File: config.mk
export PLATFORM = sky130hd
export DESIGN_NAME = mts_front
export DESIGN_NICKNAME = d
export VERILOG_FILES = /design/src/mts_pkg.sv /design/src/mts_front.sv
export SDC_FILE = /design/constraint.sdc
export NUM_CORES = 1
export LEC_CHECK = 0
export BUFFER_PORTS_ARGS = -buffer_cell sky130_fd_sc_hd__buf_2
export CAP_MARGIN = 25
export CORE_UTILIZATION = 30
export CTS_CLUSTER_SIZE = 10
export DETAILED_ROUTE_END_ITERATION = 16
export GPL_ROUTABILITY_DRIVEN = 0
export GPL_TIMING_DRIVEN = 0
export PLACE_DENSITY = 0.92
export SYNTH_ARGS = -nofsm -noshare
export SYNTH_HDL_FRONTEND = slang
export SYNTH_SLANG_ARGS = --single-unit
File: constraint.sdc
create_clock -name clk -period 0.9 [get_ports clk]
set_input_delay 0.27 -clock clk [delete_from_list [all_inputs] [get_ports clk]]
set_output_delay 0.27 -clock clk [all_outputs]
set_load 0.01 [all_outputs]
File: src/mts_pkg.sv
// ----------------------------------------------------------------------------
// mts_pkg
// Shared types and constants for the melody tone sequencer: item structs,
// the command passed from front to back, operation and command codes.
// ----------------------------------------------------------------------------
package mts_pkg;

    // Table and tone constants
    localparam int NOTE_SLOTS  = 256;
    localparam int SLOT_W      = $clog2(NOTE_SLOTS);
    localparam int PTR_W       = SLOT_W + 1;
    localparam int DIV_W       = 16;
    localparam int DIV_CNT_W   = $clog2(DIV_W);
    localparam logic [DIV_W-1:0] TONE_BASE = 16'd60000;

    // Front-to-back queue
    localparam int QUEUE_DEPTH = 2;
    localparam int QPTR_W      = $clog2(QUEUE_DEPTH);
    localparam int QCNT_W      = QPTR_W + 1;

    // Operation codes of an input item
    localparam logic [2:0] OP_TICK   = 3'd0;
    localparam logic [2:0] OP_LOAD   = 3'd1;
    localparam logic [2:0] OP_PLAY   = 3'd2;
    localparam logic [2:0] OP_PAUSE  = 3'd3;
    localparam logic [2:0] OP_RESUME = 3'd4;

    // Command codes after classification
    localparam logic [2:0] K_NOP    = 3'd0;
    localparam logic [2:0] K_TICK   = 3'd1;
    localparam logic [2:0] K_LOAD   = 3'd2;
    localparam logic [2:0] K_PLAY   = 3'd3;
    localparam logic [2:0] K_PAUSE  = 3'd4;
    localparam logic [2:0] K_RESUME = 3'd5;

    typedef struct packed {
        logic [2:0]  operation;
        logic [7:0]  note_slot;
        logic [15:0] note_freq_hz;
        logic [15:0] note_length_ms;
    } mts_in_t;

    typedef struct packed {
        logic        tone_on;
        logic [8:0]  current_note;
        logic [15:0] period_count;
        logic [14:0] compare_count;
        logic [31:0] time_played;
        logic        finished;
    } mts_out_t;

    // Classified command held in the queue
    typedef struct packed {
        logic [2:0]       kind;
        logic [SLOT_W-1:0] slot;
        logic [15:0]      freq;
        logic [15:0]      dur;
        logic [PTR_W-1:0] take_len;
    } mts_cmd_t;

    // Queue status seen by the front and back
    typedef struct packed {
        logic full;
        logic empty;
    } mts_qstat_t;

endpackage

File: src/mts_front.sv
// ----------------------------------------------------------------------------
// mts_front
// Accepts items, holds the melody length register and classifies each
// item into a command for the back end. Play commands carry the clamped
// length taken at that moment.
// ----------------------------------------------------------------------------
module mts_front
    import mts_pkg::*;
(
    input  logic       clk,
    input  logic       rst_n,
    input  logic       cmd_valid,
    output logic       cmd_stall,
    input  mts_in_t    cmd,
    input  logic       cfg_valid,
    output logic       cfg_ready,
    input  logic [8:0] cfg_data,
    input  mts_qstat_t qstat,
    output logic       q_push,
    output mts_cmd_t   q_data
);

    logic [PTR_W-1:0] len_reg, len_next;
    logic [PTR_W-1:0] take_len;
    logic             slot_ok;

    // Configuration register
    assign cfg_ready = 1'b1;
    assign len_next  = (cfg_valid) ? cfg_data : len_reg;

    always_ff @(posedge clk or negedge rst_n)
    begin
        if (!rst_n)
        begin
            len_reg <= '0;
        end
        else
        begin
            len_reg <= len_next;
        end
    end

    // Length taken at play, clamped to the table size
    assign take_len = (len_reg > PTR_W'(NOTE_SLOTS)) ? PTR_W'(NOTE_SLOTS) : len_reg;
    assign slot_ok  = {1'b0, cmd.note_slot} < PTR_W'(NOTE_SLOTS);

    // Accept while the queue has room
    assign cmd_stall = qstat.full;
    assign q_push    = cmd_valid && !qstat.full;

    // Classify
    always_comb
    begin
        q_data.slot     = cmd.note_slot[SLOT_W-1:0];
        q_data.freq     = cmd.note_freq_hz;
        q_data.dur      = cmd.note_length_ms;
        q_data.take_len = take_len;
        unique case (cmd.operation)
            OP_TICK:   q_data.kind = K_TICK;
            OP_LOAD:   q_data.kind = slot_ok ? K_LOAD : K_NOP;
            OP_PLAY:   q_data.kind = K_PLAY;
            OP_PAUSE:  q_data.kind = K_PAUSE;
            OP_RESUME: q_data.kind = K_RESUME;
            default:   q_data.kind = K_NOP;
        endcase
    end

endmodule

[After elaboration in Yosys (flattened, before gate mapping)]
Cells that the tools add are included.
Word-level totals
  register bits after elaboration: 9
  bits of input ports: 58
  output and inout bits: 55
  logic and storage cells: 11
Operators by class
  order comparisons: 1
  equality and inequality tests: 4
  muxes and demuxes: 2
  reductions and logical operators: 3
Operators with widths (count)
  $pmux 3 s5: 1
  $gt 9x9->1 const B: 1
  $mux 9: 1
  $eq 3x2->1 const B: 2
  $eq 3x1->1 const B: 1
  $eq 3x3->1 const B: 1
  $logic_not 3->1: 1
  $logic_and 1x1->1: 1
  $logic_not 1->1: 1

[Logic depth before layout (Yosys ltp)]
  depth in word-level cells: 2
  gate-level depth with buffers: 2
  gate-level depth less buffers: 2

[Worst setup path before layout]
No wires, ideal clock.
  path type: flip-flop to output port
  start: reg len_reg[8]
  end: out q_data[0] (netlist bit)
  data arrival time: 0.650 ns
  data required time: 0.630 ns
  setup slack: -0.020 ns
  cell stages (with the launch flop): 2
  buffers on the path: 0
  cells stage by stage: dfrtp_1 -> nor2b_1
RTL lines
  from (decl): line mts_front.sv:23  | logic [PTR_W-1:0] len_reg, len_next;
  from (signal assigned): line mts_front.sv:39  | len_reg <= len_next;
  to (decl): line mts_front.sv:20  | output mts_cmd_t q_data

==> summary.md <==
The flow ran to the end, but the final reports show violations. The final reports fail on negative setup slack. TritonCTS built the clock tree.

The data required time of the critical path came out at 630 ps. The tools report the tightest hold margin as 233.7 ps. Area added between synthesis and finish: 60.13%.

The logs give 0 for the initial antenna violation count and 177 for the cell count after placement. The tools report the standard cell core area as 2477 um^2. The worst setup path is captured at an output port.

The flip-flop count of the largest register, all copies and words added works out to 9. For the antenna diode count, the log shows 0. Post-CTS timing repair inserted 0 buffers for setup. For this block, the initial DRC count from the detailed router was 3. Total routing usage reported by global routing: 0.1143.

The placed instance area is 1167 um^2. Setup violations remaining at the end of the flow were counted as 11. The logs give 0 for the count of pins over their slew limit and 211 for the final net count.

The maximum clock skew at final layout was 0 ps; the CTS clock-pin slew for the worst setup and hold paths was 60 ps. Derived from the worst setup path, the maximum achievable clock frequency is 767.8 MHz. The aggregate routed wire length was 1981 um; the worst path buffer plus inverter count was 1. In the layout the commonest cells are sky130_fd_sc_hd__buf_2 (66), sky130_fd_sc_hd__buf_4 (42), sky130_fd_sc_hd__nor2b_1 (9), sky130_fd_sc_hd__mux2_4 (9), sky130_fd_sc_hd__dfrtp_1 (8).

Setup repair after global routing could not meet its margin everywhere. Dividing the detail-routed wire length by the instance count gives 10.88 um. The number of design rule violations left after detail routing is 0, and the post-route antenna net violation count is 0. The count of buffers from port buffering came out at 69. Most frequent standard cell in the layout excluding fill and tap cells: sky130_fd_sc_hd__buf_2. The synthesized net count is 136, and the static leakage is 0.7440 nW.

The slowest stage of the critical path belongs to the cell sky130_fd_sc_hd__dfrtp_2. The filler cells instantiated in the layout total 234. Clock tree synthesis found a total of 9 sinks.

In this run, synthesis produced a sequential element count of 9. The period utilization works out to 1.447. The horizontal die dimension is 53.14 um. Worst setup path category: flop to output port. The logs give 0.2871 for the part of the Yosys area used for sequential elements and 11 for the largest net degree at the start of global routing. The peak fanout along the critical path was 10; the number of hold violations in the final report was 0.

The first global-routing pass estimated 2235 um of wire. Broken down by cell family, the worst path's largest delay share belongs to flip-flops. Summed over all failing endpoints, the final setup total negative slack is -3549 ps. The routed design could run at a clock period as short as 1302 ps.

The clock passes through at most 2 buffers. The smallest setup slack after layout is -402.5 ps. The signal on the critical path passes through nor2b_1 -> buf_2. In this run the cell area of the synthesized design comes to 784.5 um^2. TritonCTS created 3 clock buffers. The cell at the root of the clock tree was sky130_fd_sc_hd__clkbuf_4.

The final route contains 725 vias. The run gives 0.0005126 V as the maximum ir drop on the vdd rail. The arrival time of data at the critical path endpoint is 1030 ps. The max-cap violation count is 0, and the starting density of the core is 0.3167. Synthesis produced a netlist whose cell count is 78. Once layout is done, the placed cells without fillers occupy 1256 um^2. The type of the worst min-delay path is input pin to flop.

The die outline height came out at 53.14 um. The largest single stage delay on the critical path is 480 ps. The pre-antenna-repair detailed-routing pass consisted of 4 iterations. The synthesized netlist contains 13 unique library cells.

The via count of the first global-routing pass was 544; the number of cells in the finished layout apart from fillers was 182. After detailed routing, the number of vias per cell comes to 3.984. Yosys printed 0 warnings. For this design the top-level I/O count stands at 113.

The synthesized area per cell was 10.06 um^2. In the post-synthesis netlist, the biggest area contributors are sky130_fd_sc_hd__buf_4 (40%), sky130_fd_sc_hd__dfrtp_1 (29%), sky130_fd_sc_hd__mux2_4 (17%), sky130_fd_sc_hd__nor2b_1 (7.2%), sky130_fd_sc_hd__buf_6 (1.4%). Share of the synthesized area in the top cell type: 0.4019. The fraction of final layout cells with drive strength greater than 1 was 0.8487; the total grt overflow was 0.

The clock insertion delay at the later pin of the skew report was 260 ps. For this design the ratio of total power to cell area is 1072 nW/um^2. The run gives 1 as the deepest level of the CTS H-tree.

The standard-cell row count is 18. sky130_fd_sc_hd__buf_4 takes more of the synthesized area than any other cell. The die covers 2823 um^2.

The tools report the startpoint class of the critical path as a flop.
## report_power, final
group,total [mW],internal [mW],switching (mW)
combinational,0.560,0.347,0.213
sequential,0.477,0.446,0.0309
clock,0.309,0.171,0.139
## cells by family after synthesis
group	Yosys count	share of synthesized area
flops	9	0.2871
other cells	1	0.004780
mux	9	0.1722
xor+xnor	1	0.01117
compound gates	2	0.01435
simple gates	12	0.08931
buf+inv	44	0.4210
## metal layers
metal / share of wire / global-route usage
met5: 0 / 0
met1: 0.29 / 0.09154
met2: 0.58 / 0.2384
met3: 0.11 / 0.02011
met4: 0.0086 / 0.07895
## worst paths after layout
kind	from	end	slack (ps)	cells after the start
setup / recovery	len_reg[8]	q_data[0]	-400	2
hold / removal	cfg_data[8]	len_reg[8]	230	2
hold reg to reg	len_reg[3]	len_reg[3]	500	1
setup reg to reg	len_reg[8]	len_reg[8]	20	1
max in group asynchronous	rst_n	len_reg[8]	300	2
min in group asynchronous	rst_n	len_reg[0]	410	2
## what timing repair did
action,CTS,global route
setup endpoints to repair,13,13
pin swaps,4,1
cloned,0,0
hold endpoints to repair,9,0
resized for setup,13,0
hold buffers,1,0
## synth_stat cells
cell	n
sky130_fd_sc_hd__a21oi_1	1
sky130_fd_sc_hd__o22ai_1	1
sky130_fd_sc_hd__nand2_1	1
sky130_fd_sc_hd__nor2b_1	9
sky130_fd_sc_hd__conb_1	1
sky130_fd_sc_hd__xnor2_1	1
sky130_fd_sc_hd__clkbuf_1	1
sky130_fd_sc_hd__nand2b_1	1
sky130_fd_sc_hd__mux2_4	9
sky130_fd_sc_hd__buf_6	1
sky130_fd_sc_hd__nor2_1	1
sky130_fd_sc_hd__buf_4	42
sky130_fd_sc_hd__dfrtp_1	9
## cell type report
class | instances | area, um^2 | share of cell area
tap | 30 | 37.54 | 0.02988
buffer | 44 | 330.3 | 0.2629
multi-input combinational | 25 | 254.0 | 0.2022
clock buffer | 4 | 26.28 | 0.02092
sequential | 9 | 226.5 | 0.1803
timing repair buffer | 70 | 381.6 | 0.3038
## through the flow
step                      worst slack, ps  utilization  power (mW)
final                              -402.5       0.5071       1.347
after global routing               -469.2       0.5071       1.444
after CTS                          -417.7       0.5071       1.370
after detailed placement           -170.1       0.4712       1.019
after global placement             -167.5       0.4712       1.007
after floorplan                    -20.37            -      0.8158
Note: power is estimated with default switching activity, not from simulation.
