File: src/mts_pkg.sv
// ----------------------------------------------------------------------------
// mts_pkg
// Shared types and constants for the melody tone sequencer: item structs,
// the command passed from front to back, operation and command codes.
// ----------------------------------------------------------------------------
package mts_pkg;

    // Table and tone constants
    localparam int NOTE_SLOTS  = 256;
    localparam int SLOT_W      = $clog2(NOTE_SLOTS);
    localparam int PTR_W       = SLOT_W + 1;
    localparam int DIV_W       = 16;
    localparam int DIV_CNT_W   = $clog2(DIV_W);
    localparam logic [DIV_W-1:0] TONE_BASE = 16'd60000;

    // Front-to-back queue
    localparam int QUEUE_DEPTH = 2;
    localparam int QPTR_W      = $clog2(QUEUE_DEPTH);
    localparam int QCNT_W      = QPTR_W + 1;

    // Operation codes of an input item
    localparam logic [2:0] OP_TICK   = 3'd0;
    localparam logic [2:0] OP_LOAD   = 3'd1;
    localparam logic [2:0] OP_PLAY   = 3'd2;
    localparam logic [2:0] OP_PAUSE  = 3'd3;
    localparam logic [2:0] OP_RESUME = 3'd4;

    // Command codes after classification
    localparam logic [2:0] K_NOP    = 3'd0;
    localparam logic [2:0] K_TICK   = 3'd1;
    localparam logic [2:0] K_LOAD   = 3'd2;
    localparam logic [2:0] K_PLAY   = 3'd3;
    localparam logic [2:0] K_PAUSE  = 3'd4;
    localparam logic [2:0] K_RESUME = 3'd5;

    typedef struct packed {
        logic [2:0]  operation;
        logic [7:0]  note_slot;
        logic [15:0] note_freq_hz;
        logic [15:0] note_length_ms;
    } mts_in_t;

    typedef struct packed {
        logic        tone_on;
        logic [8:0]  current_note;
        logic [15:0] period_count;
        logic [14:0] compare_count;
        logic [31:0] time_played;
        logic        finished;
    } mts_out_t;

    // Classified command held in the queue
    typedef struct packed {
        logic [2:0]       kind;
        logic [SLOT_W-1:0] slot;
        logic [15:0]      freq;
        logic [15:0]      dur;
        logic [PTR_W-1:0] take_len;
    } mts_cmd_t;

    // Queue status seen by the front and back
    typedef struct packed {
        logic full;
        logic empty;
    } mts_qstat_t;

endpackage

File: src/mts_queue.sv
// ----------------------------------------------------------------------------
// mts_queue
// Small command queue between front and back so each side stalls on its
// own.
// ----------------------------------------------------------------------------
module mts_queue
    import mts_pkg::*;
(
    input  logic       clk,
    input  logic       rst_n,
    input  logic       push,
    input  mts_cmd_t   push_data,
    input  logic       pop,
    output mts_cmd_t   head,
    output mts_qstat_t qstat
);

    mts_cmd_t          slots [QUEUE_DEPTH];
    logic [QPTR_W-1:0] wr_reg, wr_next;
    logic [QPTR_W-1:0] rd_reg, rd_next;
    logic [QCNT_W-1:0] cnt_reg, cnt_next;

    assign qstat.full  = cnt_reg == QCNT_W'(QUEUE_DEPTH);
    assign qstat.empty = cnt_reg == '0;
    assign head        = slots[rd_reg];

    // Pointer and fill count update
    always_comb
    begin
        wr_next  = push ? wr_reg + 1'b1 : wr_reg;
        rd_next  = pop ? rd_reg + 1'b1 : rd_reg;
        cnt_next = cnt_reg + QCNT_W'(push) - QCNT_W'(pop);
    end

    always_ff @(posedge clk or negedge rst_n)
    begin
        if (!rst_n)
        begin
            wr_reg  <= '0;
            rd_reg  <= '0;
            cnt_reg <= '0;
        end
        else
        begin
            wr_reg  <= wr_next;
            rd_reg  <= rd_next;
            cnt_reg <= cnt_next;
        end
    end

    // Entry storage
    always_ff @(posedge clk)
    begin
        if (push)
        begin
            slots[wr_reg] <= push_data;
        end
    end

endmodule

File: config.mk
export PLATFORM = sky130hd
export DESIGN_NAME = mts_queue
export DESIGN_NICKNAME = d
export VERILOG_FILES = /design/src/mts_pkg.sv /design/src/mts_queue.sv
export SDC_FILE = /design/constraint.sdc
export NUM_CORES = 1
export LEC_CHECK = 0
export BUFFER_PORTS_ARGS = -buffer_cell sky130_fd_sc_hd__buf_2
export CORE_ASPECT_RATIO = 1.2
export CORE_MARGIN = 5
export CORE_UTILIZATION = 52
export CTS_BUF_LIST = sky130_fd_sc_hd__clkbuf_16
export DETAILED_ROUTE_END_ITERATION = 7
export GPL_TIMING_DRIVEN = 0
export PLACE_DENSITY = 0.83
export SLEW_MARGIN = 0
export SYNTH_ARGS = -nofsm -noshare
export SYNTH_HDL_FRONTEND = slang
export SYNTH_SLANG_ARGS = --single-unit
File: constraint.sdc
create_clock -name clk -period 3.5 [get_ports clk]
set_clock_uncertainty 0.05 [all_clocks]
set_input_delay 0.7 -clock clk [delete_from_list [all_inputs] [get_ports clk]]
set_output_delay 0.7 -clock clk [all_outputs]
set_load 0.05 [all_outputs]
# After elaboration in Yosys (flattened, before gate mapping)
# Memories as Yosys holds them, arrays and structs flattened.
# Cells that the tools add are included.
# Widths: inputs -> output; s select.
[word_totals] register_bits=4 ramBits=104 input_bits=56 output_inout_bits=54 word_cells=12 memories=1
[classes] add_sub_neg=4 n_eq_ne=1 mux=2 reduce_logical=1
[memory_table] name="slots" depth=2 width=52 read_ports=1 rd_clocked_by_memory_dff=0 write_ports=1 line="mts_queue.sv:18" source="mts_cmd_t slots [QUEUE_DEPTH];"
[op_table] cell="$add 1x1->1 const B" n=2
[op_table] cell="$add 2x1->2" n=1
[op_table] cell="$eq 2x2->1 const B" n=1
[op_table] cell="$logic_not 2->1" n=1
[op_table] cell="$mux 1" n=2
[op_table] cell="$sub 2x1->2" n=1

# Logic depth before layout (Yosys ltp)
# Gate-level depths: netlist (run 1).
[depth] word_depth=2 depth_mapped=5 depth_no_buf=5

# Worst setup path before layout (run 1)
# No wires, ideal clock.
[synth_timing] path_kind="input -> register" start="input push" end="memory slots[0][0] in the netlist's numbering, enable pin" setup_ps=468 t_arrival_ps=3002 required_ps=2982 slack_ps=-20 stages=1 n_path_buf=0 cell_sequence="nor2b_1"
[synth_between] elab_chain_len=2
[synth_rtl] element="from (decl)" line="mts_queue.sv:11" source="input logic push,"
[synth_rtl] element="$mux 1" line="mts_queue.sv:54" source="if (push)"
[synth_rtl] element="$mux 1 (not written as such)" line="mts_queue.sv:56" source="slots[wr_reg] <= push_data;"
[synth_rtl] element="to (decl)" line="mts_queue.sv:18"
# Every way passes these cells.

==> results of run 1 <==
## through the flow
step           utilization, %  hold WS (ns)  instance area (sq um)  instances
2_1_floorplan               -         0.354                   4200        177
3_3_place_gp             60.7         0.437                   4870        381
4_1_cts                  64.8        0.0936                   5200        399
6_report                 64.8         0.104                   5200        399
5_1_grt                  64.8        0.0945                   5200        399
3_5_place_dp             61.3         0.459                   4910        383
## cells in the final DEF, fill, tap and decap left out, types with 3 or more instances in the layout
master	Yosys	final
buf_12	5	7
buf_2	0	109
clkbuf_16	0	9
dfrtp_1	4	4
edfxtp_1	104	104
inv_1	2	3
mux2_2	3	3
mux2_4	49	49
## cells by family after synthesis
group         count (synthesis)  synth area share (%)
buf+inv                       8                  2.83
fa+ha+maj                     2                 0.596
simple gates                  4                 0.536
xor+xnor                      3                 0.983
mux                          52                  18.3
flops                       108                  76.7
## report_power, final
group	internal [mW]	total [mW]	switching (mW)
registers	1.72	1.79	0.0745
clock network	0.544	0.946	0.402
logic	0.799	2.25	1.46
## routing by layer
metal | routed length [um] | GRT usage (%) | part of all wire, %
met5 | 0 | 0 | 0
met4 | 94 | 7.32 | 1.4
met3 | 388 | 3.34 | 5.9
met2 | 3660 | 24.7 | 56
met1 | 2430 | 16.0 | 37
## worst register-to-register path: stages, from the launching register on
cell and delay (ns):
dfrtp_1 0.43, nor2b_4 0.57, buf_12 0.28
## path summary, 6_finish.rpt
path,from,depth (start not counted),slack (ns),endpoint
min in group clk,wr_reg,1,0.49,wr_reg
min,rst_n,1,0.10,cnt_reg[1]
max reg2reg,wr_reg,2,1.84,slots[0][8]
min reg2reg,wr_reg,1,0.49,wr_reg
max,rd_reg,4,1.21,head[50]
max in group asynchronous,rst_n,1,3.18,rd_reg
## final cells by class
class                   instances  area [sq um]
plain buffers                   6           111
clock buffers                   9           225
clock inverters                 7          58.8
fillers                       584          2820
inverters                       2          7.51
multi-input cells              61           867
flip-flops and latches        108          3220
well taps                      95           119
repair buffers                111           586
==> out/results.ini, run 1 <==
[detailed_routing]
viasPerCell = 4.93
drt-pass1-iter-count = 4
antenna_left = 0
routed_wl_um = 6570
drt_iter0_markers = 112
drc_errors = 0
vias = 1967
wire_per_inst_um = 16.5

[floorplanning]
core_area_sq_um = 8020
dieArea_sq_um = 9980
die_y_um = 108
die_w_um = 92.0
std_cell_rows = 36
start_util_pct = 52.4
io_pins = 110

[sta]
slew-limit-headroom_pct = 54.6
grt_setup_unrepaired = false
setup_viol = 0
hold_viol = 0
layout_setup_ws_ns = 1.21
fmax_mhz = 437
worstMarginPinSlew_ns = 0.679
fin_crit_sh_pct = 65.4
tns_ns = 0
period_minus_slack_ns = 2.29
maxSlewViolCount = 0

[clock_tree]
cts_max_level = 3
cts_buffer_depth = 2
cts_buffers = 9
clk_latency_ns = 0.33
cts_resized = 0
post_cts_buffers = 0
clk_pin_slew_ns = 0.06
tritoncts = built
cts_sinks = 108
holdBufCountCts = 0
cts_root_buf = clkbuf_16

[placement]
port_buffers = 109
pre_cts_ws_ns = 1.38
gp_congestion = 0.708
dp_hpwl_um = 4720

[grt]
grt-ovfl-total = 0
grt_max_degree = 32
antenna_found_initial = 0
grt_pass1_wl_um = 10500
grt_pass1_vias = 2149
grt_usage_pct = 14.1

[final_layout]
layout-drive-gt1-share_pct = 60.5
final_nets = 357
largest_register_ffs = 104
n_antenna_cell = 0
syn2layout_area_growth_pct = 23.7

[yosys]
synth_area_leader_cell = edfxtp_1
synth_ff_type = edfxtp_1
synthCells = 177
ys_seq_elements = 108
async_reset_ff_share_pct = 3.70
ys_top_cells_by_area = edfxtp_1, mux2_4, buf_12, dfrtp_1, mux2_2
synth_fp_nets = 235
synth.top_cell.area_share_pct = 74.4
yosysUniqueCellTypes = 13
synthesis.area_sq_um = 4200
syn_area_per_cell_sq_um = 23.7
synthTopCellsByCount = edfxtp_1, mux2_4, buf_12, dfrtp_1, mux2_2
yosysSeqAreaShare_pct = 76.7
yosysMostFrequentCell = edfxtp_1
synth-edff-count = 104
ys_warn_count = 0

[power_and_ir_drop]
p_per_area_nw_per_um2 = 961
leakagePower_nw = 2.14
finalPower_mw = 4.99
vdd.ir_drop.worst_uv = 604

[worst_setup_path]
endpoint_kind = output port
cp_cell_sequence = buf_6 -> buf_12 -> mux2_4 -> buf_2
path_delay_family = buffers and inverters
max_stage_delay_ns = 0.34
crit_type = reg2out
crit_path_top_delay_cell = dfrtp_1
cp-start-kind = flip-flop
cp.buffers_inverters = 3
arrival_ns = 1.54
required_ns = 2.75
path_max_fanout = 10

[flow_run]
maxCapViolCount = 0

[min_path]
min_path_type = in2async

[status]
status = finished, final reports clean

Note: power is estimated with default switching activity, not from simulation.
==> inputs of run 2 (changes only) <==
CORE_UTILIZATION = 47   (was 52)
PLACE_DENSITY = 0.79   (was 0.83)
clock period = 2.1 ns   (was 3.5 ns; I/O delays follow)
==> run 2 against run 1 <==
  * First-iteration DRC count decreased by 13%
  * Setup slack worse by 1.1 ns
  * Wire length grew 1.4%
  * Clock-buffer cell count is the same
  * Die area up 9.5%
  * Non-clock buffer count unchanged
  * Sequential power up 66%
  * Cell area up 0.96%
  * Flip-flop and latch count is the same
  * Clock power is 81% higher
  * Sequential share of layout area decreased by 0.59 points
  * Register-to-register slack lost 1.7 ns
  * Critical path type unchanged
  * Largest cell class unchanged
==> out/results.ini, run 2 (synthesis results as in run 1) <==
[clock_tree]
cts_buffers = 9
tritoncts = built
clk_pin_slew_ns = 0.07
clk_latency_ns = 0.33
cts_root_buf = clkbuf_16
cts_max_level = 3
cts_buffer_depth = 2
cts_sinks = 108
cts_resized = 0

[power_and_ir_drop]
seqPwrFrac_pct = 35.3
pwr-share-comb_pct = 44.5
p_int_mw = 5.22
leakagePower_nw = 2.16
switching_share_pct = 38.2
power_frac_clock_pct = 20.2
p_per_area_nw_per_um2 = 1610
p_sw_mw = 3.23
finalPower_mw = 8.45
vdd.ir_drop.worst_uv = 1140

[detailed_routing]
viasPerCell = 4.64
antenna_left = 0
routed_wl_um = 6660
drc_errors = 0
drt_iter0_markers = 98
wire_per_inst_um = 15.8
vias = 1953
drt-pass1-iter-count = 4

[worst_setup_path]
arrival_ns = 1.54
cp-start-kind = flip-flop
reg2reg_slack_ns = 0.19
path_max_fanout = 10
endpoint_kind = output port
crit_type = reg2out
required_ns = 1.63

[final_layout]
syn2layout_area_growth_pct = 24.9
most-common-layout-cells = buf_2, edfxtp_1, mux2_4
final_common_cell = buf_2
largest_register_ffs = 104
n_antenna_cell = 0
n_fill_cell = 644
final_nets = 357
layout-drive-gt1-share_pct = 59.9

[floorplanning]
core_area_sq_um = 8660
dieArea_sq_um = 10900
io_pins = 110
start_util_pct = 48.5
die_w_um = 96.3
die_y_um = 114
std_cell_rows = 37

[flow_run]
maxCapViolCount = 0

[sta]
setup_viol = 0
hold_viol = 0
fin_crit_sh_pct = 95.8
grt_setup_unrepaired = false
tns_ns = 0
fmax_mhz = 497
slew-limit-headroom_pct = 15.9
worstMarginPinSlew_ns = 1.26
period_minus_slack_ns = 2.01
maxSlewViolCount = 0

[grt]
grt_pass1_wl_um = 10400
antenna_found_initial = 0
grt_pass1_vias = 2124
grt-ovfl-total = 0
grt_usage_pct = 13.0
grt_max_degree = 53

[placement]
gp_congestion = 0.668
dp_hpwl_um = 4590
port_buffers = 109

[min_path]
min_path_type = in2reg

[status]
status = finished, final reports clean

run 2: changes by cell type in the layout (fill, tap and decap cells not counted), sizes merged:
cell         change
clkinvlp         -1
inv              +1
buf              -1
clkinv           -1
bufinv           +1
dlygate4sd3      +1
run 2: final timing paths:
path,end,from,cells after the start
setup / recovery,head[4],rd_reg,4
hold / removal,slots[0][34],push_data[34],1
setup reg to reg,slots[1][49],wr_reg,1
hold reg to reg,wr_reg,wr_reg,1
max in group asynchronous,wr_reg,rst_n,2
min in group asynchronous,cnt_reg[0],rst_n,2
run 2: per-layer routing:
metal  vias up  global-route usage, %  routed length, um
met1       950                   14.3               2490
li1        935                      -                  -
met3         9                   3.03                428
met4         0                   7.02                127
met2        59                   22.9               3620
met5         -                      0                  0
run 2: area by class of cell:
class | count | area, sq um | area share [%]
well taps | 117 | 146 | 2.79
multi-input cells | 61 | 867 | 16.5
repair buffers | 111 | 583 | 11.1
clock inverters | 7 | 83.8 | 1.60
plain buffers | 6 | 111 | 2.12
flip-flops and latches | 108 | 3220 | 61.4
inverters | 2 | 7.51 | 0.143
clock buffers | 9 | 225 | 4.29
run 2: critical path: stages (launching register included):
cell and delay (ns):
dfrtp_1 0.34, buf_6 0.18, buf_12 0.16, mux2_4 0.31, buf_2 0.21
run 2: through the flow:
step / setup slack (ns) / instance area [sq um] / hold WS (ns) / util (%) / instances
after floorplan: 0.406 / 4210 / 0.0744 / - / 177
after global placement: -0.141 / 4900 / 0.175 / 56.6 / 403
after detailed placement: 0.0125 / 4930 / 0.183 / 56.9 / 404
after CTS: 0.0590 / 5250 / 0.205 / 60.6 / 421
after global routing: 0.0250 / 5250 / 0.206 / 60.6 / 421
final: 0.0890 / 5250 / 0.219 / 60.6 / 421
run 2: power groups by stage:
| stage | clock network (mW) | logic, mW | registers, mW |
|---|---|---|---|
| after global placement | 0 | 3.75 | 3.02 |
| after global routing | 1.84 | 3.94 | 3.03 |
| after floorplan | 0 | 3.14 | 3.00 |
| after detailed placement | 0 | 3.82 | 3.04 |
| after CTS | 1.76 | 3.83 | 2.99 |
| final | 1.71 | 3.76 | 2.98 |
run 2: what timing repair did:
item	4_1_cts	5_1_grt
endpoints found under the hold margin	4	0
buffers inserted	0	0
hold buffers	1	0
==> inputs of run 3 (changes only) <==
CORE_ASPECT_RATIO = 0.7   (was 1.2)
SLEW_MARGIN = unset   (was 0)
==> run 3 against run 2 <==
  * Total power fell by 0.67%
  * Register-to-register slack barely moved
  * Highest routed layer unchanged
  * Critical path type unchanged
  * Utilization rose by 0.33 points
  * Non-clock buffer count did not move
  * Wire length rose by 3.5%
  * Critical path depth did not move
  * Cell area fell by 0.31%
  * Die area rose by 0.21%
  * Critical endpoint is now head[21]
==> out/results.ini, run 3 (synthesis results as in run 1) <==
[grt]
grtUsageMet3_pct = 5.82
grtUsageMet2_pct = 21.1
grt_pass1_wl_um = 10500
antenna_found_initial = 0
use_met1_pct = 15.8
grt_max_degree = 53
grt_pass1_vias = 2096
busiest_layer = met2
grt-ovfl-total = 0
grt_usage_pct = 13.1

[worst_setup_path]
worst-r2r-cell-count = 1
path_max_fanout = 10
cp-start-kind = flip-flop
crit_type = reg2out
timing.rr.start = wr_reg
arrival_ns = 1.56
required_ns = 1.63
endpoint_kind = output port
r2r_end = slots[1][26]
reg2reg_slack_ns = 0.20

[clock_tree]
clk_latency_ns = 0.34
clk_pin_slew_ns = 0.07
cts_buffer_depth = 2
cts_sinks = 108
cts_max_level = 3
tritoncts = built
cts_buffers = 9
cts_root_buf = clkbuf_16

[floorplanning]
dieArea_sq_um = 11000
core_area_sq_um = 8580
std_cell_rows = 28
start_util_pct = 48.9
die_w_um = 123
die_y_um = 89.1
io_pins = 110

[power_and_ir_drop]
p_per_area_nw_per_um2 = 1600
vdd.ir_drop.worst_uv = 1180
leakagePower_nw = 2.14

[sta]
fmax_mhz = 492
maxSlewViolCount = 0
hold_viol = 0
grt_setup_unrepaired = false
period_minus_slack_ns = 2.03
slew-limit-headroom_pct = 16.6
worstMarginPinSlew_ns = 1.25
setup_viol = 0
fin_crit_sh_pct = 96.8

[detailed_routing]
drc_errors = 0
drt-pass1-iter-count = 4
drt_iter0_markers = 116
vias = 2000
viasPerCell = 4.72
wire_per_inst_um = 16.3
routed_wl_um = 6900
antenna_left = 0

[final_layout]
syn2layout_area_growth_pct = 24.5
layout-drive-gt1-share_pct = 60.5
final_cells = 424
n_antenna_cell = 0
final_common_cell = buf_2
largest_register_ffs = 104
final_area_sq_um = 5230
most-common-layout-cells = buf_2, edfxtp_1, mux2_4
final_nets = 357

[placement]
port_buffers = 109
dp_hpwl_um = 4690
post_dp_cell_area_sq_um = 4920
gp_congestion = 0.686
dp.cells = 407

[min_path]
min_path_cells = 1
min_from = push_data[37]
min_path_type = in2reg
hold-path-endpoint = slots[1][37]

[status]
status = finished, final reports clean

[flow_run]
maxCapViolCount = 0

-- run 3: worst max-delay path, cell delays in order (launching register included) --
cell and delay [ns]:
dfrtp_1 0.39, buf_8 0.16, buf_12 0.15, mux2_4 0.30, buf_2 0.21
-- run 3: how the worst max path moves through the flow --
stage,end,start,slack (ns),cells past startpoint
after detailed placement,slots[1][30],push,0.02,2
after CTS,head[21],rd_reg,0.04,4
after global routing,head[13],rd_reg,0.002,4
after floorplan,slots[0][0],push,0.41,1
final,head[21],rd_reg,0.07,4
after global placement,slots[0][26],push,-0.15,2
-- run 3: per-stage QoR --
step	utilization (%)	setup WS [ns]	power [mW]	hold WS, ns	TNS (ns)
after CTS	60.9	0.0403	8.49	0.197	0
after global placement	57.1	-0.152	6.79	0.176	-7.75
after floorplan	-	0.406	6.14	0.0744	0
after global routing	60.9	0.00173	8.75	0.197	0
after detailed placement	57.4	0.0245	6.86	0.180	0
final	60.9	0.0680	8.39	0.213	0
-- run 3: routing by layer --
metal,vias up,share of wire [%]
li1,934,-
met3,9,10
met4,0,1.1
met2,85,47
met1,972,42
met5,-,0
-- run 3: final cells by class --
type,count,area (sq um)
fill,631,3350
sequential,108,3220
multi-input combinational,61,867
timing repair buffer,111,576
clock buffer,9,225
tap,120,150
buffer,6,115
clock inverter,7,67.6
inverter,2,7.51
-- run 3: power by group --
part	total [mW]	internal [mW]	switching (mW)
Clock	1.63	0.919	0.706
Sequential	2.99	2.87	0.119
Combinational	3.78	1.32	2.46
-- run 3: repair_timing --
item	CTS	global route
resized for setup	0	1
buffers inserted	0	0
endpoints found under the setup margin	0	2
hold buffers	1	0
hold endpoints to repair	4	0
